[config.mk]
export PLATFORM = sky130hd
export DESIGN_NAME = transport_time_record_parser
export DESIGN_NICKNAME = d
export VERILOG_FILES = /design/src/sv/ttrp_pkg.sv /design/src/sv/ttrp_parser.sv /design/src/sv/transport_time_record_parser.sv
export SDC_FILE = /design/constraint.sdc
export NUM_CORES = 1
export LEC_CHECK = 0
export ABC_AREA = 0
export ABC_CLOCK_PERIOD_IN_PS = 9600
export BUFFER_PORTS_ARGS = -buffer_cell sky130_fd_sc_hd__buf_2
export CORE_ASPECT_RATIO = 1.2
export CORE_MARGIN = 2
export CORE_UTILIZATION = 60
export DETAILED_ROUTE_END_ITERATION = 8
export PLACE_DENSITY = 0.92
export RECOVER_POWER = 25
export SLEW_MARGIN = 20
export SYNTH_ARGS = -nofsm -noshare
export SYNTH_HDL_FRONTEND = slang
export SYNTH_SLANG_ARGS = --single-unit
[constraint.sdc]
create_clock -name clk_i -period 9.6 [get_ports clk_i]
set_clock_uncertainty 0.15 [all_clocks]
set_input_delay 0.48 -clock clk_i [delete_from_list [all_inputs] [get_ports clk_i]]
set_output_delay 0.48 -clock clk_i [all_outputs]
set_load 0.02 [all_outputs]
[src/sv/ttrp_pkg.sv]
// types, constants and helpers shared by the timing record parser
`default_nettype none

package ttrp_pkg;

  // header byte layout
  localparam int unsigned HdrArrivalBit = 7;
  localparam int unsigned HdrClockBit   = 6;
  localparam logic [7:0]  HdrStepMask   = 8'h3f;

  // clock reference word layout
  localparam int unsigned ExtDiscBit   = 15;
  localparam logic [15:0] ExtPidMask   = 16'h7c00;
  localparam logic [15:0] ExtValueMask = 16'h03ff;

  // field lengths in bytes
  localparam logic [2:0] ArrivalBytes = 3'd4;
  localparam logic [2:0] EscapeBytes  = 3'd2;
  localparam logic [2:0] BaseBytes    = 3'd4;
  localparam logic [2:0] ExtWordBytes = 3'd2;

  typedef enum logic [2:0] {
    PH_HEADER  = 3'd0,
    PH_ARRIVAL = 3'd1,
    PH_ESCAPE  = 3'd2,
    PH_BASE    = 3'd3,
    PH_EXTWORD = 3'd4,
    PH_PIDLOW  = 3'd5
  } ttrp_phase_e;

  typedef struct packed {
    logic [31:0] packet_index;
    logic [15:0] index_step;
    logic [31:0] arrival_stamp;
    logic        arrival_updated;
    logic        clock_present;
    logic [31:0] clock_base;
    logic [9:0]  clock_extension;
    logic        discontinuity;
    logic [12:0] stream_pid;
  } ttrp_result_t;

  // first section at or after from that the header asks for, header phase when done
  function automatic ttrp_phase_e pick_section(ttrp_phase_e from, logic [7:0] hdr);
    ttrp_phase_e res;
    if (from <= PH_ARRIVAL && hdr[HdrArrivalBit]) begin
      res = PH_ARRIVAL;
    end else if (from <= PH_ESCAPE && (hdr & HdrStepMask) == 8'h00) begin
      res = PH_ESCAPE;
    end else if (from <= PH_BASE && hdr[HdrClockBit]) begin
      res = PH_BASE;
    end else begin
      res = PH_HEADER;
    end
    return res;
  endfunction

endpackage

`default_nettype wire

[src/sv/ttrp_parser.sv]
// byte-wise record parser: field state machine, held fields and running index
`default_nettype none

module ttrp_parser
  import ttrp_pkg::*;
#(
  parameter int unsigned IndexWidth = 32
) (
  input  wire logic         clk_i,
  input  wire logic         rst_ni,
  input  wire logic         step_i,
  input  wire logic [7:0]   byte_i,
  output      logic         done_o,
  output      ttrp_result_t result_o
);

  ttrp_phase_e           phase_q, phase_d;
  logic [2:0]            count_q, count_d;
  logic [31:0]           shift_q, shift_d;
  logic [7:0]            header_q, header_d;
  logic [IndexWidth-1:0] index_q, index_d;
  logic [15:0]           inc_q, inc_d;
  logic [31:0]           arrival_q, arrival_d;
  logic [31:0]           base_q, base_d;
  logic [15:0]           extw_q, extw_d;

  logic [31:0] shift_nx;
  logic [2:0]  count_nx;
  logic        fin;
  logic [63:0] index_ext;

  assign shift_nx = {shift_q[23:0], byte_i};
  assign count_nx = count_q + 3'd1;

  // phase, byte counter and assembly shifter
  always_comb begin
    phase_d = phase_q;
    count_d = count_q;
    shift_d = shift_q;
    fin     = 1'b0;
    if (step_i) begin
      count_d = count_nx;
      shift_d = shift_nx;
      case (phase_q)
        PH_HEADER: begin
          phase_d = pick_section(PH_ARRIVAL, byte_i);
          fin     = (phase_d == PH_HEADER);
          count_d = 3'd0;
          shift_d = 32'h0;
        end
        PH_ARRIVAL: begin
          if (count_nx >= ArrivalBytes) begin
            phase_d = pick_section(PH_ESCAPE, header_q);
            fin     = (phase_d == PH_HEADER);
            count_d = 3'd0;
            shift_d = 32'h0;
          end
        end
        PH_ESCAPE: begin
          if (count_nx >= EscapeBytes) begin
            phase_d = pick_section(PH_BASE, header_q);
            fin     = (phase_d == PH_HEADER);
            count_d = 3'd0;
            shift_d = 32'h0;
          end
        end
        PH_BASE: begin
          if (count_nx >= BaseBytes) begin
            phase_d = PH_EXTWORD;
            count_d = 3'd0;
            shift_d = 32'h0;
          end
        end
        PH_EXTWORD: begin
          if (count_nx >= ExtWordBytes) begin
            phase_d = PH_PIDLOW;
            count_d = 3'd0;
            shift_d = 32'h0;
          end
        end
        PH_PIDLOW: begin
          phase_d = PH_HEADER;
          fin     = 1'b1;
          count_d = 3'd0;
          shift_d = 32'h0;
        end
        default: begin
          phase_d = PH_HEADER;
          count_d = 3'd0;
          shift_d = 32'h0;
        end
      endcase
    end
  end

  // held fields, running index and the finished record
  always_comb begin
    header_d  = header_q;
    inc_d     = inc_q;
    arrival_d = arrival_q;
    base_d    = base_q;
    extw_d    = extw_q;
    if (step_i) begin
      case (phase_q)
        PH_HEADER: begin
          header_d = byte_i;
          inc_d    = {8'h00, byte_i & HdrStepMask};
        end
        PH_ARRIVAL: begin
          if (count_nx >= ArrivalBytes) begin
            arrival_d = shift_nx;
          end
        end
        PH_ESCAPE: begin
          if (count_nx >= EscapeBytes) begin
            inc_d = shift_nx[15:0];
          end
        end
        PH_BASE: begin
          if (count_nx >= BaseBytes) begin
            base_d = shift_nx;
          end
        end
        PH_EXTWORD: begin
          if (count_nx >= ExtWordBytes) begin
            extw_d = shift_nx[15:0];
          end
        end
        default: begin
        end
      endcase
    end

    index_d   = fin ? index_q + IndexWidth'(inc_d) : index_q;
    index_ext = 64'(index_d);

    result_o                 = '0;
    result_o.packet_index    = index_ext[31:0];
    result_o.index_step      = inc_d;
    result_o.arrival_stamp   = arrival_d;
    result_o.arrival_updated = header_d[HdrArrivalBit];
    result_o.clock_present   = header_d[HdrClockBit];
    if (header_d[HdrClockBit]) begin
      result_o.clock_base      = base_d;
      result_o.clock_extension = 10'(extw_d & ExtValueMask);
      result_o.discontinuity   = extw_d[ExtDiscBit];
      // pid low byte is the byte that closes the record
      result_o.stream_pid      = {5'((extw_d & ExtPidMask) >> 10), byte_i};
    end
  end

  assign done_o = fin;

  always_ff @(posedge clk_i or negedge rst_ni) begin
    if (!rst_ni) begin
      phase_q   <= PH_HEADER;
      count_q   <= 3'd0;
      shift_q   <= 32'h0;
      header_q  <= 8'h00;
      index_q   <= '0;
      inc_q     <= 16'h0;
      arrival_q <= 32'h0;
      base_q    <= 32'h0;
      extw_q    <= 16'h0;
    end else begin
      phase_q   <= phase_d;
      count_q   <= count_d;
      shift_q   <= shift_d;
      header_q  <= header_d;
      index_q   <= index_d;
      inc_q     <= inc_d;
      arrival_q <= arrival_d;
      base_q    <= base_d;
      extw_q    <= extw_d;
    end
  end

  // no field is longer than four bytes, so the counter never reaches four between steps
  assert property (@(posedge clk_i) disable iff (!rst_ni) count_q <= 3'd3)
    else $error("byte counter ran past the longest field");

  // the pid low byte only follows a completed clock reference word
  assert property (@(posedge clk_i) disable iff (!rst_ni)
    step_i && phase_q == PH_EXTWORD && count_nx >= ExtWordBytes |=> phase_q == PH_PIDLOW)
    else $error("clock reference word did not lead to pid low byte");

  // a record finishes only back in the header phase with the counter cleared
  assert property (@(posedge clk_i) disable iff (!rst_ni)
    fin |=> phase_q == PH_HEADER && count_q == 3'd0 && shift_q == 32'h0)
    else $error("record finished without returning to header phase");

endmodule

`default_nettype wire

[src/sv/transport_time_record_parser.sv]
// top level of the transport time record parser: input register, parser, result register
`default_nettype none

// Takes one byte of the timing record stream per request and returns one decoded record
// whenever a record completes (header, optional arrival time, optional escaped increment,
// optional clock reference). A new byte can be accepted every clock cycle; the bytes pass an
// input register and the parser state machine, and a finished record sits in a result
// register. A waiting record stalls the input only when the input register is full and the
// record in the result register is not taken in that cycle.
// INDEX_WIDTH sets the width of the running packet index; packet_index shows its low 32 bits.

module transport_time_record_parser
  import ttrp_pkg::*;
#(
  parameter int unsigned INDEX_WIDTH = 32
) (
  input  wire logic        clk_i,
  input  wire logic        rst_ni,
  input  wire logic        in_valid_i,
  output      logic        in_ready_o,
  input  wire logic [7:0]  stream_byte_i,
  output      logic        out_valid_o,
  input  wire logic        out_ready_i,
  output      logic [31:0] packet_index_o,
  output      logic [15:0] index_step_o,
  output      logic [31:0] arrival_stamp_o,
  output      logic        arrival_updated_o,
  output      logic        clock_present_o,
  output      logic [31:0] clock_base_o,
  output      logic [9:0]  clock_extension_o,
  output      logic        discontinuity_o,
  output      logic [12:0] stream_pid_o
);

  logic         in_valid_q, in_valid_d;
  logic [7:0]   in_byte_q, in_byte_d;
  logic         out_valid_q, out_valid_d;
  ttrp_result_t out_q, out_d;

  logic         advance;
  logic         step;
  logic         done;
  ttrp_result_t result;

  // the parser moves whenever a byte is held and the result register is free or being drained
  assign advance    = !out_valid_q || out_ready_i;
  assign step       = in_valid_q && advance;
  assign in_ready_o = !in_valid_q || advance;

  ttrp_parser #(
    .IndexWidth(INDEX_WIDTH)
  ) u_parser (
    .clk_i   (clk_i),
    .rst_ni  (rst_ni),
    .step_i  (step),
    .byte_i  (in_byte_q),
    .done_o  (done),
    .result_o(result)
  );

  always_comb begin
    in_valid_d = in_valid_q;
    in_byte_d  = in_byte_q;
    if (in_ready_o) begin
      in_valid_d = in_valid_i;
      in_byte_d  = stream_byte_i;
    end
    out_valid_d = out_valid_q;
    out_d       = out_q;
    if (advance) begin
      out_valid_d = step && done;
      out_d       = result;
    end
  end

  always_ff @(posedge clk_i or negedge rst_ni) begin
    if (!rst_ni) begin
      in_valid_q  <= 1'b0;
      out_valid_q <= 1'b0;
    end else begin
      in_valid_q  <= in_valid_d;
      out_valid_q <= out_valid_d;
    end
  end

  always_ff @(posedge clk_i) begin
    in_byte_q <= in_byte_d;
    out_q     <= out_d;
  end

  assign out_valid_o       = out_valid_q;
  assign packet_index_o    = out_q.packet_index;
  assign index_step_o      = out_q.index_step;
  assign arrival_stamp_o   = out_q.arrival_stamp;
  assign arrival_updated_o = out_q.arrival_updated;
  assign clock_present_o   = out_q.clock_present;
  assign clock_base_o      = out_q.clock_base;
  assign clock_extension_o = out_q.clock_extension;
  assign discontinuity_o   = out_q.discontinuity;
  assign stream_pid_o      = out_q.stream_pid;

  // a finished record always lands in the result register
  assert property (@(posedge clk_i) disable iff (!rst_ni) step && done |=> out_valid_q)
    else $error("finished record was not registered");

  // records without a clock reference carry zero clock fields
  assert property (@(posedge clk_i) disable iff (!rst_ni)
    out_valid_q && !out_q.clock_present |->
      out_q.clock_base == 32'h0 && out_q.stream_pid == 13'h0 &&
      out_q.clock_extension == 10'h0 && !out_q.discontinuity)
    else $error("clock fields set on a record without clock reference");

  // the parser never steps while a stalled record still occupies the result register
  assert property (@(posedge clk_i) disable iff (!rst_ni)
    out_valid_q && !out_ready_i |-> !step)
    else $error("parser stepped over a stalled record");

endmodule

`default_nettype wire
## After elaboration in Yosys (flattened, before gate mapping)

Cells that the tools add are included.

| storage, ports and cells | value |
|---|---|
| bits in registers | 314 |
| bits of input ports | 12 |
| word-level logic and storage cells | 94 |

| cells by class | value |
|---|---|
| add/sub/neg operators | 2 |
| $lt $le $gt $ge | 2 |
| equality and inequality tests | 9 |
| mux-type cells | 43 |
| reductions and logical operators | 16 |

Operators by type and width:

| cell | number |
|---|---|
| $mux 32 | 7 |
| $mux 16 | 5 |
| $mux 3 | 17 |
| $mux 24 | 2 |
| $pmux 24 s2 | 1 |
| $add 32x16->32 | 1 |
| $pmux 16 s2 | 1 |
| $logic_not 8->1 | 2 |
| $mux 8 | 2 |
| $pmux 3 s5 | 1 |
| $logic_not 3->1 | 4 |
| $ne 2x1->1 const B | 4 |
| $eq 3x2->1 const B | 2 |
| $eq 3x3->1 const B | 2 |
| $pmux 3 s2 | 1 |
| $reduce_and 5->1 | 1 |
| $mux 2 | 2 |
| $pmux 1 s4 | 1 |
| $reduce_or 2->1 | 2 |
| $add 3x1->3 const B | 1 |
| $eq 3x1->1 const B | 1 |
| $ge 3x2->1 const B | 1 |
| $ge 3x3->1 const B | 1 |
| $mux 1 | 3 |
| other kinds (4) | 7 |

## Logic depth before layout (Yosys ltp)

Gate-level depths: netlist of the first run.

| depth | value |
|---|---|
| word-level depth | 10 |
| depth in mapped cells | 15 |
| gate-level depth less buffers | 14 |

## Cells and area by module

From an unflattened synthesis of the first run, not the netlist that was laid out.

| unflattened totals | value |
|---|---|
| cell total of the unflattened synthesis | 781 |
| area, all modules | 12125.4 um^2 |

Modules (own cells, without submodules):

| module | instances | cells each | area each (um^2) | seq. area each (um^2) |
|---|---|---|---|---|
| ttrp_parser | 1 | 626 | 7644.8 | 4154.0 |
| transport_time_record_parser | 1 | 155 | 4480.5 | 4434.3 |

## Worst setup path after synthesis of the first run

No wires, ideal clock.

| timing | value |
|---|---|
| kind | input to register |
| start point | input out_ready_i |
| end point | register out_q (netlist bit packet_index_o[12]), data pin |
| setup time | 0.263 ns |
| arrival | 5.142 ns |
| required time | 9.187 ns |
| setup slack | 4.046 ns |
| stages on the path | 14 |
| buffers on the path | 2 |
| cells stage by stage | nand2b_1 -> buf_2 -> nand3_1 -> nand2b_1 -> clkbuf_1 -> mux2_2 -> ha_1 -> fa_1 -> a21o_1 -> a221oi_2 -> o21bai_1 -> a221oi_1 -> xnor2_1 -> mux2_2 |

RTL lines:

| what | RTL line | text |
|---|---|---|
| from (decl) | transport_time_record_parser.sv:23 | `input wire logic out_ready_i,` |
| to (signal assigned) | transport_time_record_parser.sv:88 | `out_q <= out_d;` |
| to (decl) | transport_time_record_parser.sv:38 | `ttrp_result_t out_q, out_d;` |

==> impl_metrics.env, run 1 <==
export IMPL_status="finished with violations"
export IMPL_failed_checks="max-capacitance violations, max-slew violations"
export IMPL_grt_pass1_wl_um=38400
export IMPL_final_util_pct=70.2
export IMPL_synth_cell_type_count=58
export IMPL_ys_ff_latch=314
export IMPL_postCtsSetupBuffers=0
export IMPL_p_sw_share_pct=35.5
export IMPL_coreArea_um2=20100
export IMPL_detail_route_antenna_nets=0
export IMPL_netlist_instances=777
export IMPL_slowest_delay_ns=3.51
export IMPL_drive_gt1_share_pct=25.4
export IMPL_slowest_stage="clkbuf_1"
export IMPL_clkSinkCount=314
export IMPL_min_path_type="reg -> reg"
export IMPL_hold_path_startpoint="u_parser.extw_q[8]$_DFF_PN0_"
export IMPL_routed_wl_um=24400
export IMPL_yosysTopAreaCell="edfxtp_1"
export IMPL_reg2reg_slack_ns=4.54
export IMPL_dieArea_um2=21500
export IMPL_synth_edf_count=146
export IMPL_cap_violations=1
export IMPL_synthTopCellsByArea="edfxtp_1 36%, dfrtp_1 34%, mux2_2 8.5%, a22o_1 3.2%, xnor2_1 1.9%"
export IMPL_clock_root_buffer="clkbuf_16"
export IMPL_p_leak_uw=0.00641
export IMPL_grt_start_max_net_pins=94
export IMPL_clk_pin_slew_ns=0.06
export IMPL_syn_avg_cell_area_um2=15.7
export IMPL_synth_main_ff_cell="dfrtp_1"
export IMPL_grt_pass1_vias=7085
export IMPL_via_count=7016
export IMPL_reg2reg_to="packet_index_o[20]$_DFFE_PN_"
export IMPL_critPathCaptureType="asynchronous set/reset pin"
export IMPL_slew_headroom_pct=-237
export IMPL_dp_hpwl_um=15100
export IMPL_synth_top_area_share_pct=35.9
export IMPL_cts_max_path_buffers=3
export IMPL_die_w_um=134
export IMPL_worst_setup_path_type="in -> async"
export IMPL_wl_per_cell_um=19.9
export IMPL_cp_top_family="buffers and inverters"
export IMPL_post_place_cells=1165
export IMPL_area_delta_synth_final_pct=15.7
export IMPL_vdd_ir_drop_max_v=0.000312
export IMPL_n_antenna_cell=0
export IMPL_grtUsageTotal_pct=22.8
export IMPL_place_ws_ns=4.39
export IMPL_stdcell_count=1227
export IMPL_cts_resized=0
export IMPL_hold_depth=1
export IMPL_required_ns=9.98
export IMPL_crit_buf_inv=3
export IMPL_drv_slew=94
export IMPL_comb_power_share_pct=32.1
export IMPL_worst_slack_ns=4.23
export IMPL_cts_tree="done"
export IMPL_io_pins=152
export IMPL_crit_path_cell_trace="dlygate4sd3_1, clkbuf_1, buf_4"
export IMPL_finalSetupTns_ns=0
export IMPL_min_period_over_period_pct=55.9
export IMPL_drc=0
export IMPL_nets=971
export IMPL_hold_path_endpoint="u_parser.extw_q[8]$_DFF_PN0_"
export IMPL_antenna_found_initial=0
export IMPL_fp_dieH_um=160
export IMPL_synth_warnings=0
export IMPL_insertion_delay_ns=0.54
export IMPL_syn_num_nets=808
export IMPL_pwr_share_clk_pct=23.2
export IMPL_critPathLaunchType="input port"
export IMPL_p_int_uw=3050
export IMPL_syn_area_um2=12200
export IMPL_p_sw_uw=1680
export IMPL_portBuffers=151
export IMPL_hold_viol=0
export IMPL_routed_via_density=5.72
export IMPL_setup_viol=0
export IMPL_overflow=0
export IMPL_ys_seq_area_share_pct=70.3
export IMPL_sequentialPowerShare_pct=44.8
export IMPL_dr_pass1_iters=5
export IMPL_fmax_ghz=0.186
export IMPL_start_util_pct=60.7
export IMPL_fin_crit_ns=5.37
export IMPL_rsz0062_at_grt="no"
export IMPL_cp_max_fo=93
export IMPL_cp_arrival_ns=5.75
export IMPL_worst_slew_pin_slew_ns=5.05
export IMPL_h_tree_depth=1
export IMPL_drt_initial_drc_count=614
export IMPL_async_reset_ff_share_pct=53.5
export IMPL_rows=57
export IMPL_ff2ff_path_depth=12
export IMPL_gp_congestion=0.868
export IMPL_r2r_start="out_valid_o$_DFFE_PN0N_"
export IMPL_cts_buffers=28
export IMPL_power_density_nw_per_um2=334
area by class of cell:
cell class,instances,area (µm²)
flip-flops and latches,314,8590
fillers,1336,5990
multi-input cells,422,3450
repair buffers,168,820
clock buffers,32,737
well taps,265,332
clock inverters,20,176
inverters,6,22.5
state kept, by name, summed over array words and instances (netlist names):
register / count
stream_pid_o: 13
u_parser.base_q: 32
arrival_updated_o: 1
u_parser.extw_q: 16
in_valid_q: 1
out_valid_o: 1
u_parser.shift_q: 24
u_parser.phase_q: 3
in_byte_q: 8
packet_index_o: 32
u_parser.count_q: 3
u_parser.header_q: 8
u_parser.arrival_q: 32
clock_extension_o: 10
u_parser.inc_q: 16
clock_present_o: 1
index_step_o: 16
clock_base_o: 32
u_parser.index_q: 32
arrival_stamp_o: 32
discontinuity_o: 1
kinds of logic after synthesis:
logic type	Yosys count	share of synthesized area, %
xor gates and xnor gates	31	2.29
AOI/OAI and AO/OA	109	6.70
and+or+nand+nor	159	7.18
muxes	104	9.92
buffers and inverters	41	1.55
DFF	314	70.3
adders and majority gates	19	2.01
stage by stage:
stage                     hold WS (ns)  total power (µW)  area [µm²]
after floorplan                 0.0344              3180       12200
after global placement           0.309              3600       13200
after detailed placement         0.316              3660       13200
after CTS                        0.339              4770       14200
after global routing             0.351              4960       14100
final                            0.341              4720       14100
power by group through the flow:
stage / combinational (µW) / sequential [µW] / clock (µW)
3_5_place_dp: 1530 / 2130 / 0
5_1_grt: 1640 / 2150 / 1170
4_1_cts: 1550 / 2110 / 1110
6_report: 1510 / 2110 / 1100
2_1_floorplan: 852 / 2330 / 0
3_3_place_gp: 1470 / 2120 / 0
timing repair:
item                                    in CTS  in global routing
hold endpoints to repair                   101                  0
hold buffers                                10                  0
endpoints found under the setup margin       0                  0
cell usage after synthesis, types with 3 or more instances:
library cell,count
a211oi_1,3
a21boi_0,3
a21o_1,7
a21oi_1,19
a22o_1,44
and2_1,35
and3_1,8
buf_2,16
clkbuf_1,15
dfrtp_1,168
edfxtp_1,146
ha_1,18
inv_1,5
mux2_2,92
mux2_4,10
nand2_1,18
nand2b_1,6
nand3_1,18
nand4_1,9
nor2_1,25
nor2b_1,27
nor3_1,3
o21ai_0,8
o21bai_1,3
xnor2_1,26
xor2_1,4
per-layer routing:
| metal | vias up | GRT usage, % | wire, µm |
|---|---|---|---|
| li1 | 3197 | - | - |
| met1 | 3553 | 31.4 | 9950 |
| met2 | 231 | 38.5 | 12600 |
| met3 | 35 | 3.05 | 1320 |
| met4 | 0 | 6.65 | 502 |
| met5 | - | 0 | 0 |
cells in the final DEF, fill, tap and decap left out, drive strengths merged, types with 4 or more instances in the layout:
cell type and instances:
dfrtp 168, edfxtp 146, mux2 103, clkbuf 103, buf 87, a22o 44, and2 36, nor2b 27
xnor2 27, nor2 25, a21oi 19, nand2 19, nand3 18, ha 18, clkinv 14, dlygate4sd3 10
o21ai 10, nand4 9, and3 8, a21o 7, inv 7, nand2b 6, xor2 4
how the worst max path moves through the flow:
| stage | start | to | slack [ns] | cells after the start |
|---|---|---|---|---|
| after floorplan | out_ready_i | packet_index_o[12]$_DFFE_PN_ | 4.05 | 14 |
| after global placement | out_ready_i | packet_index_o[12]$_DFFE_PN_ | 4.62 | 13 |
| after detailed placement | out_ready_i | packet_index_o[20]$_DFFE_PN_ | 4.39 | 13 |
| after CTS | out_valid_o$_DFFE_PN0N_ | packet_index_o[24]$_DFFE_PN_ | 4.58 | 12 |
| after global routing | rst_ni | u_parser.extw_q[1]$_DFF_PN0_ | 3.13 | 3 |
| final | rst_ni | u_parser.base_q[23]$_DFF_PN0_ | 4.23 | 3 |
(Power assumes the default switching activity.)
==> run 2: changes to the inputs <==
Settings changed: ABC_AREA 0 to 1, ABC_CLOCK_PERIOD_IN_PS 9600 to 4700, CORE_UTILIZATION 60 to 53, PLACE_DENSITY 0.92 to 0.86.
Clock period 9.6 ns to 4.7 ns, I/O delays scaled along.
==> run 2 against run 1 <==
The run still ends with max-capacitance violations, max-slew violations left; combinational power grew 96%; hold slack worse by 0.23 ns; sequential power up 96%; synthesized cell count up 62%; final cell count rose by 44%; total power up 100%; clock power up 130%; wire length grew 23%; highest routed layer unchanged.
==> impl_metrics.env, run 2 <==
export IMPL_status="finished with violations"
export IMPL_failed_checks="max-capacitance violations, max-slew violations"
export IMPL_portBuffers=151
export IMPL_setup_viol=0
export IMPL_gp_congestion=0.950
export IMPL_worst_setup_path_type="reg -> reg"
export IMPL_place_ws_ns=0.741
export IMPL_routed_via_density=5.19
export IMPL_postLayoutCellArea_um2=15200
export IMPL_min_period_over_period_pct=86.5
export IMPL_cts_buffers=30
export IMPL_die_w_um=148
export IMPL_area_delta_synth_final_pct=15.9
export IMPL_pwr_share_clk_pct=26.4
export IMPL_drc=0
export IMPL_ys_seq_area_share_pct=65.4
export IMPL_power_density_nw_per_um2=633
export IMPL_clk_pin_slew_ns=0.06
export IMPL_coreArea_um2=24500
export IMPL_syn_avg_cell_area_um2=10.5
export IMPL_rows=63
export IMPL_fin_crit_ns=4.07
export IMPL_async_reset_ff_share_pct=53.5
export IMPL_drive_gt1_share_pct=12.9
export IMPL_mostFrequentLayoutCell="nand2_1"
export IMPL_finalSetupTns_ns=0
export IMPL_grt_pass1_wl_um=47400
export IMPL_cp_arrival_ns=4.21
export IMPL_netlist_instances=1255
export IMPL_insertion_delay_ns=0.55
export IMPL_wl_per_cell_um=17.0
export IMPL_synth_cell_type_count=38
export IMPL_clock_root_buffer="clkbuf_16"
export IMPL_grt_pass1_vias=9178
export IMPL_postCtsSetupBuffers=0
export IMPL_grtUsageTotal_pct=23.2
export IMPL_worst_slack_ns=0.633
export IMPL_syn_num_nets=1286
export IMPL_yosysTopAreaCell="edfxtp_1"
export IMPL_syn_area_um2=13100
export IMPL_ys_ff_latch=314
export IMPL_n_antenna_cell=0
export IMPL_clkSinkCount=314
export IMPL_critPathLaunchType="flip-flop"
export IMPL_synth_top_area_share_pct=33.4
export IMPL_overflow=0
export IMPL_synth_warnings=0
export IMPL_via_count=9186
export IMPL_p_leak_uw=0.00727
export IMPL_io_pins=152
export IMPL_nets=1453
export IMPL_routed_wl_um=30100
export IMPL_dp_hpwl_um=20200
export IMPL_worst_slew_pin_slew_ns=2.27
export IMPL_fmax_ghz=0.246
export IMPL_placed_area_um2=14200
export IMPL_grt_start_max_net_pins=88
export IMPL_synth_edf_count=146
export IMPL_required_ns=4.84
export IMPL_cts_max_path_buffers=3
export IMPL_antenna_found_initial=0
export IMPL_dieArea_um2=26100
export IMPL_sequentialPowerShare_pct=42.9
export IMPL_final_cell_mix="318 x nand2_1, 174 x inv_1, 168 x dfrtp_1"
export IMPL_rsz0062_at_grt="no"
export IMPL_start_util_pct=53.6
export IMPL_p_sw_share_pct=35.9
export IMPL_synth_top_cells_by_count="317 x nand2_1, 174 x inv_1, 168 x dfrtp_1"
export IMPL_min_path_type="in -> reg"
export IMPL_drv_slew=88
export IMPL_hold_viol=0
export IMPL_fp_dieH_um=176
export IMPL_cap_violations=1
export IMPL_finalPower_uw=9640
export IMPL_detail_route_antenna_nets=0
export IMPL_cts_tree="done"
export IMPL_critPathCaptureType="flip-flop"
export IMPL_synth_main_ff_cell="dfrtp_1"
export IMPL_drt_initial_drc_count=729
export IMPL_cp_max_fo=12
export IMPL_p_sw_uw=3460
export IMPL_dr_pass1_iters=7
export IMPL_h_tree_depth=1
export IMPL_vdd_ir_drop_max_v=0.000356
export IMPL_yosysMostFrequentCell="nand2_1"
export IMPL_comb_power_share_pct=30.7
export IMPL_slew_headroom_pct=-51.6
export IMPL_synthTopCellsByArea="edfxtp_1 33%, dfrtp_1 32%, nand2_1 9.1%, inv_1 5.0%, o21ai_0 3.0%"
export IMPL_p_int_uw=6180
run 2: cell count changes after synthesis, sizes merged, moves of 22 or more:
| cell | before | now |
|---|---|---|
| o22ai | 1 | 23 |
| or2 | 1 | 35 |
| a22o | 44 | 0 |
| inv | 6 | 180 |
| a21oi | 19 | 51 |
| nor2b | 27 | 0 |
| mux2 | 103 | 0 |
| nor2 | 25 | 87 |
| o21ai | 10 | 79 |
| nand2 | 19 | 323 |
run 2: worst max-delay path: stages (launching register included):
cell,delay [ns]
dfrtp_1,0.41
ha_1,0.22
inv_1,0.05
nand2_1,0.04
nand2_1,0.20
inv_1,0.08
nand2_2,0.16
inv_1,0.11
nand2_1,0.07
nand2_1,0.17
inv_1,0.31
nor2_1,0.08
a21oi_1,0.25
ha_1,0.28
fa_1,0.25
nand2_1,0.06
nand2_1,0.10
and2_1,0.18
nand3_1,0.08
nand2_1,0.19
nand2_1,0.08
nand2_1,0.08
nand2_1,0.06
nand2_1,0.08
nand2_1,0.06
run 2: metrics by stage:
stage          hold WS [ns]  utilization (%)  instances
4_1_cts              0.0946             62.6       1771
2_1_floorplan        -0.211                -       1255
3_5_place_dp          0.216             57.9       1705
3_3_place_gp          0.207             57.9       1705
5_1_grt               0.140             62.1       1771
6_report              0.108             62.1       1771
run 2: per-layer routing:
| metal | vias up | global-route usage, % | wire, µm |
|---|---|---|---|
| li1 | 4373 | - | - |
| met1 | 4395 | 28.5 | 11800 |
| met2 | 326 | 40.8 | 15200 |
| met3 | 92 | 3.31 | 1620 |
| met4 | 0 | 10.4 | 1460 |
| met5 | - | 0 | 0 |
run 2: worst paths after layout:
kind / slack, ns / startpoint / end / depth (start not counted)
min in group asynchronous: 0.74 / rst_ni / u_parser.base_q[13]$_DFF_PN0_ / 2
min: 0.11 / out_ready_i / u_parser.count_q[1]$_DFFE_PN0P_ / 6
max in group asynchronous: 2.05 / rst_ni / u_parser.header_q[7]$_DFF_PN0_ / 3
max: 0.63 / u_parser.count_q[0]$_DFFE_PN0P_ / packet_index_o[20]$_DFFE_PN_ / 24
max reg2reg: 0.63 / u_parser.count_q[0]$_DFFE_PN0P_ / packet_index_o[20]$_DFFE_PN_ / 24
min reg2reg: 0.35 / u_parser.arrival_q[4]$_DFF_PN0_ / u_parser.arrival_q[4]$_DFF_PN0_ / 2
run 2: cell type report:
type | count | area, µm²
Tap cell | 325 | 407
Fill cell | 1955 | 9290
Clock inverter | 14 | 198
Multi-Input combinational cell | 729 | 3720
Sequential cell | 314 | 8590
Timing Repair Buffer | 167 | 787
Inverter | 180 | 677
Clock buffer | 42 | 857
run 2: cell families (layout without fill, tap and decap cells):
family,Yosys count,count (layout),synth area share (%)
AOI/OAI and AO/OA,163,163,7.43
xor gates and xnor gates,14,14,0.933
adders and majority gates,19,19,1.87
buffers and inverters,212,403,6.49
DFF,314,314,65.4
and+or+nand+nor,533,533,17.9
run 2: repair_timing:
action,4_1_cts,5_1_grt
hold endpoints to repair,94,0
hold buffers,10,0
gates resized for setup,0,0
run 2: power by group through the flow:
stage	Clock (µW)	Sequential, µW	Combinational [µW]
detailed placement	0	4160	3020
floorplan	0	4630	1540
finish	2540	4130	2960
global route	2690	4200	3270
global placement	0	4150	2960
CTS	2580	4130	3050
==> run 3: changes to the inputs <==
Settings changed: CORE_UTILIZATION 53 to 33, PLACE_DENSITY 0.86 to 0.62, RECOVER_POWER 25 to 50.
==> run 3 against run 2 <==
The flow still finishes with violations (max-capacitance violations, max-slew violations); flip-flop and latch count unchanged; die area up 59%; global-route usage is 7.4 points lower; critical path depth fell by 3; setup slack worse by 0.11 ns; sequential power about the same; non-clock buffer count is 5 higher; critical path type unchanged.
==> impl_metrics.env, run 3 (synthesized netlist as in run 2, its figures left out) <==
export IMPL_area_delta_synth_final_pct=18.2
export IMPL_grt_pass1_vias=8926
export IMPL_hold_path_endpoint="u_parser.count_q[0]$_DFFE_PN0P_"
export IMPL_worst_slack_ns=0.521
export IMPL_start_util_pct=33.2
export IMPL_slew_headroom_pct=-41.2
export IMPL_cp_max_fo=12
export IMPL_fmax_ghz=0.239
export IMPL_setup_viol=0
export IMPL_startpoint="u_parser.count_q[0]$_DFFE_PN0P_"
export IMPL_reg2reg_to="packet_index_o[15]$_DFFE_PN_"
export IMPL_io_pins=152
export IMPL_detail_route_antenna_nets=0
export IMPL_placed_area_um2=14500
export IMPL_drive_gt1_share_pct=10.1
export IMPL_cts_buffers=34
export IMPL_p_int_uw=6170
export IMPL_grt_pass1_wl_um=50100
export IMPL_place_ws_ns=0.594
export IMPL_routed_wl_um=31900
export IMPL_hold_path_startpoint="out_ready_i"
export IMPL_dp_hpwl_um=21800
export IMPL_final_cell_mix="318 x nand2_1, 175 x inv_1, 168 x dfrtp_1"
export IMPL_sequentialPowerShare_pct=42.5
export IMPL_clock_root_buffer="clkbuf_16"
export IMPL_reg2reg_slack_ns=0.52
export IMPL_gp_congestion=0.847
export IMPL_critPathCaptureType="flip-flop"
export IMPL_routed_via_density=4.50
export IMPL_via_count=8948
export IMPL_vdd_ir_drop_max_v=0.000296
export IMPL_worst_setup_path_type="reg -> reg"
export IMPL_critPathLaunchType="flip-flop"
export IMPL_drt_initial_drc_count=589
export IMPL_finalPower_uw=9720
export IMPL_status="finished with violations"
export IMPL_cts_resized=0
export IMPL_min_path_type="in -> reg"
export IMPL_fin_crit_ns=4.18
export IMPL_p_leak_uw=0.00715
export IMPL_postLayoutCellArea_um2=15500
export IMPL_drv_slew=143
export IMPL_antenna_found_initial=0
export IMPL_p_sw_share_pct=36.5
export IMPL_coreArea_um2=39500
export IMPL_ff2ff_path_depth=21
export IMPL_nets=1462
export IMPL_cap_violations=2
export IMPL_insertion_delay_ns=0.52
export IMPL_worst_slew_pin_slew_ns=2.12
export IMPL_drc=0
export IMPL_die_w_um=186
export IMPL_dieArea_um2=41400
export IMPL_hold_viol=0
export IMPL_postCtsSetupBuffers=0
export IMPL_grt_start_max_net_pins=92
export IMPL_overflow=0
export IMPL_required_ns=4.81
export IMPL_finalSetupTns_ns=0
export IMPL_cp_arrival_ns=4.29
export IMPL_p_sw_uw=3540
export IMPL_h_tree_depth=2
export IMPL_fp_dieH_um=223
export IMPL_hold_buffers=10
export IMPL_dr_pass1_iters=5
export IMPL_r2r_start="u_parser.count_q[0]$_DFFE_PN0P_"
export IMPL_mostFrequentLayoutCell="nand2_1"
export IMPL_wl_per_cell_um=16.1
export IMPL_n_antenna_cell=0
export IMPL_hold_depth=6
export IMPL_clkSinkCount=314
export IMPL_cts_tree="done"
export IMPL_cts_max_path_buffers=3
export IMPL_rsz0062_at_grt="no"
export IMPL_portBuffers=151
export IMPL_failed_checks="max-capacitance violations, max-slew violations"
export IMPL_fill_cells=3967
export IMPL_power_density_nw_per_um2=626
export IMPL_comb_power_share_pct=30.2
export IMPL_min_period_over_period_pct=88.9
export IMPL_rows=80
export IMPL_grtUsageTotal_pct=15.7
export IMPL_pwr_share_clk_pct=27.3
export IMPL_clk_pin_slew_ns=0.06
run 3: cell types whose count changed in the layout (fill, tap and decap cells not counted), moves of 2 or more:
cell / before / now
buf_2: 59 / 11
clkbuf_1: 98 / 145
clkbuf_16: 31 / 36
buf_4: 6 / 9
bufinv_16: 5 / 2
clkinv_1: 4 / 6
inv_6: 0 / 2
nand3_2: 1 / 3
run 3: layer usage:
metal | wire [µm] | vias up | GRT usage [%]
met1 | 13800 | 4246 | 20.1
met5 | 0 | - | 0
li1 | - | 4399 | -
met4 | 1190 | 0 | 6.30
met2 | 15400 | 235 | 26.3
met3 | 1580 | 68 | 2.93
run 3: cell type report:
type,count,area (µm²),share of cell area (%)
clock buffer,46,978,6.30
clock inverter,15,133,0.854
inverter,180,676,4.35
multi-input combinational,729,3710,23.9
sequential,314,8590,55.3
tap,533,667,4.29
timing repair buffer,172,774,4.99
run 3: per-stage QoR:
| step | std cells | utilization [%] | hold WS, ns |
|---|---|---|---|
| after global placement | 1918 | 36.7 | 0.193 |
| final | 1989 | 39.3 | 0.152 |
| after floorplan | 1255 | - | -0.211 |
| after global routing | 1989 | 39.3 | 0.186 |
| after detailed placement | 1918 | 36.7 | 0.190 |
| after CTS | 1989 | 39.7 | 0.149 |
run 3: worst max path at each step:
| stage | end | slack (ns) |
|---|---|---|
| after global routing | packet_index_o[21]$_DFFE_PN_ | 0.13 |
| final | packet_index_o[15]$_DFFE_PN_ | 0.52 |
| after CTS | packet_index_o[15]$_DFFE_PN_ | 0.56 |
| after detailed placement | packet_index_o[15]$_DFFE_PN_ | 0.59 |
| after floorplan | packet_index_o[28]$_DFFE_PN_ | 0.56 |
| after global placement | packet_index_o[13]$_DFFE_PN_ | 0.69 |
run 3: power by group through the flow:
stage	logic, µW	clock network (µW)	registers (µW)
after floorplan	1540	0	4630
after global placement	3050	0	4170
after detailed placement	3090	0	4170
after CTS	3110	2740	4130
after global routing	3280	2840	4210
final	2930	2650	4130
run 3: critical path, stage by stage (launching register included):
cell,delay [ns]
dfrtp_1,0.42
ha_1,0.23
inv_1,0.05
nand2_1,0.04
nand2_1,0.19
inv_1,0.08
nand2_2,0.17
inv_1,0.12
nand2_1,0.07
nand2_1,0.15
inv_1,0.29
nor2_1,0.07
a21oi_1,0.34
ha_1,0.39
or2_2,0.34
nand3_1,0.09
nand2_1,0.17
nand2_1,0.10
nand2_1,0.12
xor2_1,0.18
nand2_1,0.06
nand2_1,0.08
